$ cat config.mk
export PLATFORM = sky130hd
export DESIGN_NAME = cts_queue
export DESIGN_NICKNAME = d
export VERILOG_FILES = /design/src/rtl/cts_pkg.sv /design/src/rtl/cts_queue.sv
export SDC_FILE = /design/constraint.sdc
export NUM_CORES = 1
export LEC_CHECK = 0
export ABC_AREA = 1
export BUFFER_PORTS_ARGS = -buffer_cell sky130_fd_sc_hd__buf_4
export CORE_MARGIN = 3
export CORE_UTILIZATION = 50
export CTS_CLUSTER_SIZE = 10
export DETAILED_ROUTE_END_ITERATION = 7
export PLACE_DENSITY = 0.72
export RECOVER_POWER = 100
export SKIP_LAST_GASP = 1
export SLEW_MARGIN = 15
export SYNTH_ARGS = -nofsm -noshare
export SYNTH_HDL_FRONTEND = slang
export SYNTH_SLANG_ARGS = --single-unit
$ cat constraint.sdc
create_clock -name clk -period 15.77 [get_ports clk]
set_input_delay 0.7885 -clock clk [delete_from_list [all_inputs] [get_ports clk]]
set_output_delay 0.7885 -clock clk [all_outputs]
set_load 0.03 [all_outputs]
$ cat src/rtl/cts_pkg.sv
// Shared types and codes for the call trace statistics block.
// No dependencies.
`timescale 1ns / 1ps
`default_nettype none
package cts_pkg;

  localparam logic [1:0] ST_BEGIN = 2'd0;
  localparam logic [1:0] ST_END   = 2'd1;
  localparam logic [1:0] ST_UNDER = 2'd2;
  localparam logic [1:0] ST_OVER  = 2'd3;

  localparam int QDEPTH = 4;
  localparam int TBL_W  = 160;

  typedef struct packed {
    logic        kind;
    logic [63:0] ticks;
    logic [7:0]  func_index;
    logic        new_session;
  } cts_event_t;

  typedef struct packed {
    logic [1:0]  status;
    logic [63:0] call_ticks;
    logic [19:0] begin_position;
    logic [7:0]  func_out;
    logic [63:0] func_max_ticks;
    logic [63:0] func_total_ticks;
    logic [31:0] func_calls;
    logic [63:0] session_start;
    logic [63:0] session_end;
    logic [6:0]  deepest_nesting;
  } cts_result_t;

  // item handed from the front to the back
  typedef struct packed {
    logic [1:0]  status;
    logic [63:0] call_ticks;
    logic [19:0] begin_position;
    logic [7:0]  func_out;
    logic [63:0] session_start;
    logic [63:0] session_end;
    logic [6:0]  deepest_nesting;
  } cts_mid_t;

endpackage
`default_nettype wire

$ cat src/rtl/cts_queue.sv
// Short queue of classified items between the front and back parts.
// Depends on cts_pkg.
`timescale 1ns / 1ps
`default_nettype none
module cts_queue import cts_pkg::*; (
  input  wire logic     clk,
  input  wire logic     rst,
  input  wire logic     push,
  output logic          full,
  input  wire cts_mid_t din,
  input  wire logic     pop,
  output logic          empty,
  output cts_mid_t      dout
);
  localparam int PW = $clog2(QDEPTH);

  cts_mid_t        slots [QDEPTH];
  logic [PW-1:0]   wr_ptr;
  logic [PW-1:0]   rd_ptr;
  logic [PW:0]     count;
  logic            do_push;
  logic            do_pop;

  assign full    = (count == (PW+1)'(QDEPTH));
  assign empty   = (count == '0);
  assign do_push = push && !full;
  assign do_pop  = pop && !empty;
  assign dout    = slots[rd_ptr];

  always_ff @(posedge clk) begin
    if (do_push) begin
      slots[wr_ptr] <= din;
    end
    if (rst) begin
      wr_ptr <= '0;
      rd_ptr <= '0;
      count  <= '0;
    end else begin
      if (do_push) wr_ptr <= wr_ptr + 1'b1;
      if (do_pop)  rd_ptr <= rd_ptr + 1'b1;
      if (do_push && !do_pop)      count <= count + 1'b1;
      else if (do_pop && !do_push) count <= count - 1'b1;
    end
  end
endmodule
`default_nettype wire

* After elaboration in Yosys (flattened, before gate mapping) *
Memories as Yosys holds them, arrays and structs flattened. A register that Yosys moved wholly into a read port is not among the register bits.
Cells that the tools add are included.
Widths: inputs -> output; s select.

word-level totals
  RAM bits = 916
  latch bits = 0
  logic and storage cells = 25
  input port bits = 233
  ROM bits = 0
  memories kept = 1
  flip-flop bits (word level) = 7

memory list
  memory  depth  bits a word  rd ports  clocked after Yosys merged registers in  wr ports  RTL line         RTL
  slots   4      229          1         1                                        1         cts_queue.sv:17  cts_mid_t slots [QDEPTH];

cells by class
  reductions and logical operators = 10
  muxes and demuxes = 6
  bitwise gates (word level) = 0
  $add $sub $neg = 4
  multipliers = 0
  order comparisons = 0
  divide/modulo/power cells = 0
  eq/ne operators = 1
  shift operators = 0

operators with widths
  cell                 count
  $mux 3               2
  $add 2x1->2 const B  2
  $logic_and 1x1->1    4
  $logic_not 1->1      4
  $mux 2               2
  $add 3x1->3 const B  1
  $eq 3x3->1 const B   1
  $logic_not 3->1      1
  $sub 3x1->3 const B  1
  $mux 1               2
  $reduce_bool 2->1    1

* Depth between registers and ports, before layout *
Gate-level depths: netlist of run 1.

  depth after elaboration = 7
  gate-level depth with buffers = 13
  mapped depth without buffers = 13

* Worst setup path before layout of run 1 *
No wires, ideal clock.

  path type = input-to-reg
  start = input push
  end = memory slots[0][0] (netlist bit) (enable)
  buffers on the path = 0
  stages = 2
  data required time = 14.947 ns
  path slack = 4.560 ns
  arrival = 10.388 ns
  cells stage by stage = nand2_1 nor2_1

on the way
  longest elaborated chain between the ends = 3

ends and longest elaborated chain
  element                       RTL line         RTL
  start, declared               cts_queue.sv:8   input wire logic push,
  $logic_and 1x1->1             cts_queue.sv:26  assign do_push = push && !full;
  $mux 1                        cts_queue.sv:31  if (do_push) begin
  $mux 1 (implied by the code)  cts_queue.sv:32  slots[wr_ptr] <= din;
  end, declared                 cts_queue.sv:17

No other way between the ends.

* Worst setup path in the final report of run 1 *
  start = register count[0]
  end = memory slots[3][75] (netlist bit) (enable)

on the way
  longest elaborated chain between the ends = 5

ends and longest elaborated chain
  element                       RTL line         RTL
  start, declared               cts_queue.sv:20  logic [PW:0] count;
  start signal, assigned        cts_queue.sv:41  if (do_push && !do_pop) count <= count + 1'b1;
  start signal, assigned        cts_queue.sv:42  else if (do_pop && !do_push) count <= count - 1'b1;
  $eq 3x3->1                    cts_queue.sv:24  assign full = (count == (PW+1)'(QDEPTH));
  $logic_not 1->1               cts_queue.sv:26
  $logic_and 1x1->1             cts_queue.sv:26
  $mux 1                        cts_queue.sv:31
  $mux 1 (implied by the code)  cts_queue.sv:32

No other way between the ends.

==> PnR_summary.wiki, run 1 <==
{| class="wikitable"
! Metric !! Value
|-
| Pre-Repair DR Iteration Count || 6
|-
| Post-cts sizing count || 0
|-
| Antenna violations before repair || 19
|-
| Switching power || 2.448 mW
|-
| Via count of the first global-routing pass || around 21000
|-
| Net total in the final layout || around 3000
|-
| Slew at the pin closest to its max-slew limit || between 8 and 9 ns
|-
| Total placed instance area || 0.03828 mm^2
|-
| Global-route usage over all layers || between 20% and 30%
|-
| Worst path arrival time || ~9.2 ns
|-
| Die area || slightly above 0.07 mm^2
|-
| Routability cong. || 0.7814
|-
| Fmax achieved || around 0.11 GHz
|-
| Largest stage delay on the critical path || around 6.1 ns
|-
| Vias per Instance || roughly 5.7
|-
| WS Path Type || flip-flop to flip-flop
|-
| Worst Hold Class || input pin to flip-flop
|-
| Final-layout fill cell count || between 5000 and 6000
|-
| Die Span Y || between 200 and 300 um
|-
| R2R Setup Slk || slightly below 7 ns
|-
| Total grt overflow || 0
|-
| Mean cell area of the mapped netlist || between 15 and 20 um^2
|-
| Relative slew slack || -483.7%
|-
| Net switching fraction of the power || about a third
|-
| Result of the run || finished, violations left
|-
| Largest family of logic cells by synthesized area || compound AO/OA/AOI/OAI gates
|-
| Largest area contributor in the netlist || sky130_fd_sc_hd__edfxtp_1
|-
| Synthesized-area fraction occupied by ao, oa, aoi and oai cells || 10.90%
|-
| Share of post-route cells with drive strength above 1 || roughly 6.2%
|-
| Root cell of the clock tree || sky130_fd_sc_hd__clkbuf_16
|-
| Htree depth || 3
|-
| Number of buffers inserted for hold repair after clock tree synthesis || 0
|-
| Max Buffers Root-to-Sink || 3
|-
| Ranking of synthesized cells by area || sky130_fd_sc_hd__edfxtp_1, sky130_fd_sc_hd__o21ai_0, sky130_fd_sc_hd__nor2_1
|-
| Capturing element type of the critical path || flip-flop
|-
| Antenna Violating Nets Remaining || 0
|-
| Crit-path slowest cell || sky130_fd_sc_hd__clkbuf_1
|-
| Leakage power summed over all cells || approximately 13 nW
|-
| Vias after detailed routing || roughly 21000
|-
| Part of the cycle the worst path needs || 56.37%
|-
| Starting density of the core || 50.79%
|-
| CP top delay family || buffers and inverters
|-
| Post-DR wirelength/cell || 22.08 um
|-
| Boundary Pins || roughly 460
|-
| Fraction of the core area covered by cells at the end of the flow || 58.36%
|-
| Clock tree from TritonCTS || done
|-
| Layout-stage area growth over the synthesis result || 14.91%
|-
| Number of instances in the synthesized netlist || around 2300
|-
| Final number of hold-violating endpoints || 0
|-
| Comb pwr share || between 20% and 30%
|-
| Arithmetic-cell share of the synthesized area counting full adders, half adders and majority gates || less than 1%
|-
| Setup repair after global routing missed its margin || no
|-
| Proportion of power drawn by the clock network || around 29%
|-
| Cts bufs inserted || approximately 100
|-
| Path depth of the worst reg2reg path || 6
|-
| Synthesis Warnings || 0
|-
| Core outline area || between 0.06 and 0.07 mm^2
|-
| Startpoint type of the worst setup path || flip-flop
|-
| Buffer count from post-CTS setup fixing || 0
|-
| Global-route wire length before repair || 119.6 mm
|-
| Count of clock tree sinks || 925
|-
| Pwr/cell area || 179.0 mW/mm^2
|-
| CTS clk-pin slew, worst paths || roughly 0.050 ns
|-
| Total negative slack for setup checks || 0 ns
|-
| Total of flip-flops plus latches after synthesis || between 900 and 1000
|-
| Clock skew || ~0.014 ns
|-
| Post-synth cell types || 21
|-
| CP Depth || 6
|-
| Area share of the largest cell type after synthesis || 80.08%
|-
| Worst EP required || 16.03 ns
|-
| Total Power Consumption || 7.066 mW
|-
| Area of the mapped netlist || roughly 0.034 mm^2
|-
| Die Span X || 268.1 um
|-
| Min Tclk post-route || about 8.9 ns
|-
| Detailed-placement wirelength estimate || ~45 mm
|-
| Synth Net Count || between 2000 and 3000
|-
| Max Slew Vio Count || between 900 and 1000
|-
| Internal Pwr Total || 4.618 mW
|-
| Share of total power in sequential cells || between 40% and 50%
|-
| Clock latency reported for the late side of the worst-skew pair || 0.64 ns
|-
| Total Wirelength || 80.14 mm
|-
| Worst supply voltage drop on vdd || 132.5 uV
|-
| Number of port buffers || roughly 460
|-
| Number of maximum-capacitance constraint violations || 13
|-
| Post-synthesis share of cell area spent on and, or, nand and nor gates || approximately 5.4%
|-
| Multiplexer fraction of the synthesized cell area || 0%
|-
| Pin count of the biggest net entering global routing || between 200 and 250
|-
| Cells traversed along the worst timing path || nor2_1, nand2_1, nand2_1, nor2_1, clkbuf_1, buf_4
|-
| Instance count along the most critical hold path || 2
|-
| Largest fanout on the critical path || ~130
|-
| Final Setup Violations || 0
|-
| Row count || 95
|-
| Fraction of synthesized cell area in xor and xnor cells || less than 1%
|-
| Bufs and invs on worst path || 2
|-
| Sequential fraction of the synthesis area || 80.61%
|-
| Final std cell area, no fill || a little under 0.04 mm^2
|-
| Violated checks || capacitance limit, slew limit
|-
| DRC violation count after routing || 0
|-
| Number of DRC markers in iteration 0 || 1785
|}
[registers in the layout, indices dropped and copies added (netlist names), named ones only]
register	cells
slots	916
count	3
rd_ptr	2
wr_ptr	2
[power by group through the flow]
stage / Clock, mW / Combinational [mW] / Sequential, mW
after detailed placement: 0 / 2.16 / 3.12
final: 2.05 / 1.92 / 3.10
after CTS: 2.10 / 2.17 / 3.07
after global routing: 2.20 / 2.06 / 3.12
after global placement: 0 / 2.12 / 3.11
after floorplan: 0 / 1.38 / 3.18
[metrics by stage]
step	std cells	hold slack, ns	worst slack (ns)
final	3630	0.3396	6.881
after global routing	3626	0.3044	6.064
after CTS	3619	0.2848	10.64
after detailed placement	3491	0.4943	11.35
after global placement	3491	0.4620	11.53
after floorplan	2284	0.4594	4.560
[cell usage after synthesis]
library cell	number
sky130_fd_sc_hd__nand3b_1	1
sky130_fd_sc_hd__o21ai_0	419
sky130_fd_sc_hd__nand3_1	4
sky130_fd_sc_hd__inv_8	1
sky130_fd_sc_hd__a21oi_1	3
sky130_fd_sc_hd__buf_8	2
sky130_fd_sc_hd__buf_6	26
sky130_fd_sc_hd__buf_4	17
sky130_fd_sc_hd__fa_1	1
sky130_fd_sc_hd__edfxtp_1	916
sky130_fd_sc_hd__inv_1	16
sky130_fd_sc_hd__o22ai_1	229
sky130_fd_sc_hd__o21ai_1	40
sky130_fd_sc_hd__nor2_1	472
sky130_fd_sc_hd__ha_1	5
sky130_fd_sc_hd__buf_2	37
sky130_fd_sc_hd__clkbuf_1	69
sky130_fd_sc_hd__nand2_1	15
sky130_fd_sc_hd__inv_2	1
sky130_fd_sc_hd__dfxtp_1	9
sky130_fd_sc_hd__xor2_1	1
[layout by cell type, fill, tap and decap left out, types with 5 or more instances in the layout]
cell,count
sky130_fd_sc_hd__clkbuf_1,445
sky130_fd_sc_hd__nand2_1,15
sky130_fd_sc_hd__nor2_1,470
sky130_fd_sc_hd__o21ai_1,5
sky130_fd_sc_hd__inv_1,16
sky130_fd_sc_hd__edfxtp_1,916
sky130_fd_sc_hd__o22ai_1,229
sky130_fd_sc_hd__clkbuf_16,103
sky130_fd_sc_hd__o21ai_0,454
sky130_fd_sc_hd__dfxtp_1,8
sky130_fd_sc_hd__ha_1,5
sky130_fd_sc_hd__buf_4,52
sky130_fd_sc_hd__diode_2,11
[logic make-up (layout without fill, tap and decap cells)]
| group | count (synthesis) | after routing |
|---|---|---|
| DFF | 925 | 925 |
| AOI/OAI and AO/OA | 691 | 691 |
| and+or+nand+nor | 492 | 492 |
| buffers and inverters | 169 | 631 |
| adders and majority gates | 6 | 6 |
| xor gates and xnor gates | 1 | 1 |
| other | 0 | 11 |
[metal layers]
metal / share of wire (%) / GRT usage [%] / vias up / wire length (um)
li1: - / - / 9483 / -
met1: 37 / 25.76 / 10380 / 29820
met2: 51 / 37.26 / 735 / 40900
met3: 8.8 / 7.013 / 169 / 7026
met4: 2.8 / 7.266 / 16 / 2277
met5: 0.14 / 0 / - / 115
[worst register-to-register path, delay by kind of cell (launching register included)]
kind / cells / cell delay (ns)
flops: 1 / 0.40
buf+inv: 2 / 7.46
simple gates: 4 / 0.63
[path summary, 6_finish.rpt]
kind	startpoint	to
setup / recovery	count[0]	slots[3][75]
hold / removal	rst	rd_ptr[0]
setup reg to reg	count[0]	slots[3][75]
hold reg to reg	rd_ptr[1]	flip-flop
[final cells by class]
| class | count | area (um^2) | share of cell area [%] |
|---|---|---|---|
| Sequential cell | 925 | 27690 | 70.16 |
| Multi-Input combinational cell | 1190 | 5707 | 14.46 |
| Clock buffer | 117 | 2630 | 6.663 |
| Timing Repair Buffer | 485 | 2048 | 5.189 |
| Tap cell | 873 | 1092 | 2.767 |
| Clock inverter | 11 | 188.9 | 0.4787 |
| Inverter | 18 | 85.08 | 0.2156 |
| Antenna cell | 11 | 27.53 | 0.06974 |
Note: power is estimated with default switching activity, not from simulation.
==> run 2: changes to the inputs <==
--- a/config.mk
+++ b/config.mk
@@ -5,7 +5,7 @@
 export SDC_FILE = /design/constraint.sdc
 export NUM_CORES = 1
 export LEC_CHECK = 0
-export ABC_AREA = 1
+export ABC_AREA = 0
 export BUFFER_PORTS_ARGS = -buffer_cell sky130_fd_sc_hd__buf_4
 export CORE_MARGIN = 3
 export CORE_UTILIZATION = 50
==> constraint.sdc (replaced) <==
create_clock -name clk -period 9 [get_ports clk]
set_input_delay 0.45 -clock clk [delete_from_list [all_inputs] [get_ports clk]]
set_output_delay 0.45 -clock clk [all_outputs]
set_load 0.03 [all_outputs]
==> PnR_summary.wiki, run 2 <==
{| class="wikitable"
! Metric !! Value
|-
| Result of the run || finished, violations left
|-
| Violated checks || capacitance limit, slew limit
|-
| Detailed-placement wirelength estimate || between 30 and 40 mm
|-
| Total Wirelength || ~70 mm
|-
| Leakage power summed over all cells || about 13 nW
|-
| Crit. Startpoint || count[0]
|-
| Area of the mapped netlist || approximately 0.034 mm^2
|-
| Clock latency reported for the late side of the worst-skew pair || roughly 0.65 ns
|-
| Capturing element type of the critical path || flip-flop
|-
| Max Buffers Root-to-Sink || 3
|-
| Part of the cycle the worst path needs || about two thirds
|-
| Global-route wire length before repair || 107.3 mm
|-
| Vias per Instance || about 5.5
|-
| Share of total power in sequential cells || between 40% and 50%
|-
| Biggest registers after layout || slots (916), count (3)
|-
| Largest area contributor in the netlist || sky130_fd_sc_hd__edfxtp_1
|-
| Worst EP required || 9.25 ns
|-
| Boundary Pins || between 400 and 500
|-
| Final std cell area, no fill || 0.04127 mm^2
|-
| Net total in the final layout || ~2200
|-
| Clock tree from TritonCTS || done
|-
| Count of clock tree sinks || about 900
|-
| Clock skew || 0.02821 ns
|-
| Layout-stage area growth over the synthesis result || 22.36%
|-
| Crit-path slowest cell || sky130_fd_sc_hd__clkbuf_1
|-
| Share of post-route cells with drive strength above 1 || between 10% and 20%
|-
| Mean cell area of the mapped netlist || about 27 um^2
|-
| Multi-input combinational cell area || roughly 0.0054 mm^2
|-
| Total placed instance area || ~0.038 mm^2
|-
| Worst r2r src || count[0]
|-
| Setup repair after global routing missed its margin || no
|-
| Buffer count from post-CTS setup fixing || 0
|-
| Startpoint type of the worst setup path || flip-flop
|-
| Cts bufs inserted || approximately 100
|-
| Worst supply voltage drop on vdd || approximately 220 uV
|-
| Htree depth || 3
|-
| Pwr/cell area || a little under 300 mW/mm^2
|-
| Total negative slack for setup checks || 0 ns
|-
| Proportion of power drawn by the clock network || between 20% and 30%
|-
| Global-route usage over all layers || about 20%
|-
| Synthesis Warnings || 0
|-
| Total of flip-flops plus latches after synthesis || roughly 900
|-
| Total grt overflow || 0
|-
| Slew at the pin closest to its max-slew limit || about 4.7 ns
|-
| Post-cts sizing count || 0
|-
| Area share of the largest cell type after synthesis || 81.55%
|-
| Largest stage delay on the critical path || between 2 and 2.5 ns
|-
| Via count of the first global-routing pass || 17440
|-
| Fmax achieved || between 0.15 and 0.2 GHz
|-
| Core outline area || 0.06633 mm^2
|-
| Number of instances in the synthesized netlist || approximately 1200
|-
| Startpoint of the tightest hold check path || rst
|-
| Relative slew slack || -214.2%
|-
| Worst Hold Class || input pin to flip-flop
|-
| Cells traversed along the worst timing path || nor3b_1, nor2_1, and2_0, clkbuf_1, buf_4
|-
| Ranking of synthesized cells by area || sky130_fd_sc_hd__edfxtp_1, sky130_fd_sc_hd__mux4_2, sky130_fd_sc_hd__buf_12
|-
| Total Power Consumption || between 10 and 15 mW
|-
| Post-synth cell types || 25
|-
| Net switching fraction of the power || between 30% and 40%
|-
| EDFF count, synth || about 900
|-
| WS Path Type || flip-flop to flip-flop
|-
| Die area || around 0.07 mm^2
|-
| Number of maximum-capacitance constraint violations || 6
|-
| Pre-Repair DR Iteration Count || 5
|-
| Most used standard cells in the synthesized netlist || sky130_fd_sc_hd__edfxtp_1, sky130_fd_sc_hd__mux4_2, sky130_fd_sc_hd__buf_12, sky130_fd_sc_hd__buf_2, sky130_fd_sc_hd__dfxtp_1
|-
| DRC violation count after routing || 0
|-
| Sequential fraction of the synthesis area || between 80 and 90%
|-
| Min Tclk post-route || approximately 6.0 ns
|-
| Root cell of the clock tree || sky130_fd_sc_hd__clkbuf_16
|-
| Commonest non-fill, non-tap cell in the layout || sky130_fd_sc_hd__edfxtp_1
|-
| Final-layout fill cell count || between 4000 and 5000
|-
| Post-DR wirelength/cell || around 24 um
|-
| Antenna Violating Nets Remaining || 0
|-
| Post-synthesis async set-or-reset flop share || 0%
|-
| Die Span Y || around 270 um
|-
| CTS clk-pin slew, worst paths || around 0.05 ns
|-
| Most frequent cells in the layout || sky130_fd_sc_hd__edfxtp_1, sky130_fd_sc_hd__clkbuf_1, sky130_fd_sc_hd__mux4_2, sky130_fd_sc_hd__dlygate4sd3_1, sky130_fd_sc_hd__clkbuf_16
|-
| Cell with the most instances after synthesis || sky130_fd_sc_hd__edfxtp_1
|-
| Vias after detailed routing || between 15000 and 20000
|-
| Starting density of the core || between 50% and 60%
|-
| Worst path arrival time || approximately 6.3 ns
|-
| Internal Pwr Total || 8.370 mW
|-
| Row count || between 90 and 100
|-
| Antenna violations before repair || 3
|-
| Switching power || 3.779 mW
|-
| Number of DRC markers in iteration 0 || 1113
|-
| Max Slew Vio Count || 262
|-
| Die Span X || 265.7 um
|-
| Pin count of the biggest net entering global routing || 140
|-
| Final number of hold-violating endpoints || 0
|-
| Number of flip-flops under the largest register name || around 900
|-
| Largest fanout on the critical path || 54
|-
| Routability cong. || approximately 0.74
|-
| Area of all sequential standard cells || 0.02769 mm^2
|-
| Number of port buffers || around 460
|-
| Final Setup Violations || 0
|-
| Dominant synthesized flop cell || sky130_fd_sc_hd__edfxtp_1
|-
| Biggest register || slots
|-
| Comb pwr share || around a quarter
|-
| Synth Net Count || roughly 1500
|}
## run 2: path summary, 6_finish.rpt
kind	end	slack, ns	depth (start not counted)
min	flip-flop	0.06	2
max	slots[1][115]	2.96	5
min reg2reg	rd_ptr[1]	0.52	2
max reg2reg	slots[1][115]	2.96	5
## run 2: cells by family (layout without fill, tap and decap cells)
logic type | count (synthesis) | after routing | synth area share [%]
AOI/OAI and AO/OA | 6 | 6 | 0.1076
xor gates and xnor gates | 4 | 4 | 0.1039
adders and majority gates | 6 | 6 | 0.2448
buffers and inverters | 56 | 835 | 1.855
DFF | 925 | 925 | 82.09
muxes | 231 | 231 | 15.35
other | 0 | 3 | 0
and+or+nand+nor | 16 | 16 | 0.2522
## run 2: power by group through the flow
stage               combinational, mW  sequential (mW)  clock, mW
CTS                              3.73             5.31       3.69
finish                           3.23             5.32       3.60
global route                     3.41             5.36       3.88
global placement                 3.63             5.37          0
detailed placement               3.63             5.40          0
floorplan                        2.57             5.41          0
## run 2: cell type report
class                      count  share of cell area, %
clock buffer                 115                  6.406
antenna                        3                0.01819
sequential                   925                  67.10
clock inverter                 9                 0.4335
multi-input combinational    263                  13.12
timing repair buffer         707                  10.27
inverter                       4                0.03638
tap                          864                  2.619
## run 2: worst max-delay path, delay by kind of cell, from the launching register on
kind	cells	cell delay, ns
buffers and inverters	2	3.20
AND/OR/NAND/NOR	3	1.87
flip-flops	1	0.47
## run 2: what timing repair did
| action | 4_1_cts | 5_1_grt |
|---|---|---|
| setup endpoints to repair | 0 | 0 |
| hold buffers | 229 | 0 |
| hold endpoints to repair | 916 | 0 |
## run 2: metrics by stage
step           std cells  utilization (%)  setup slack [ns]  hold WS [ns]
3_3_place_gp        2534            57.11             5.306        0.4927
2_1_floorplan       1244                -             2.219        0.4818
6_report            2890            62.22             2.965       0.05845
4_1_cts             2887            64.82             4.853      0.007655
5_1_grt             2890            62.22             2.384       0.02765
3_5_place_dp        2534            57.11             5.263        0.5116
## run 2: per-layer routing
| layer | GRT usage, % | up-vias | wire (um) |
|---|---|---|---|
| li1 | - | 6897 | - |
| met1 | 25.52 | 8357 | 26400 |
| met2 | 34.26 | 549 | 36840 |
| met3 | 5.014 | 115 | 4718 |
| met4 | 7.098 | 0 | 2086 |
| met5 | 0 | - | 0 |
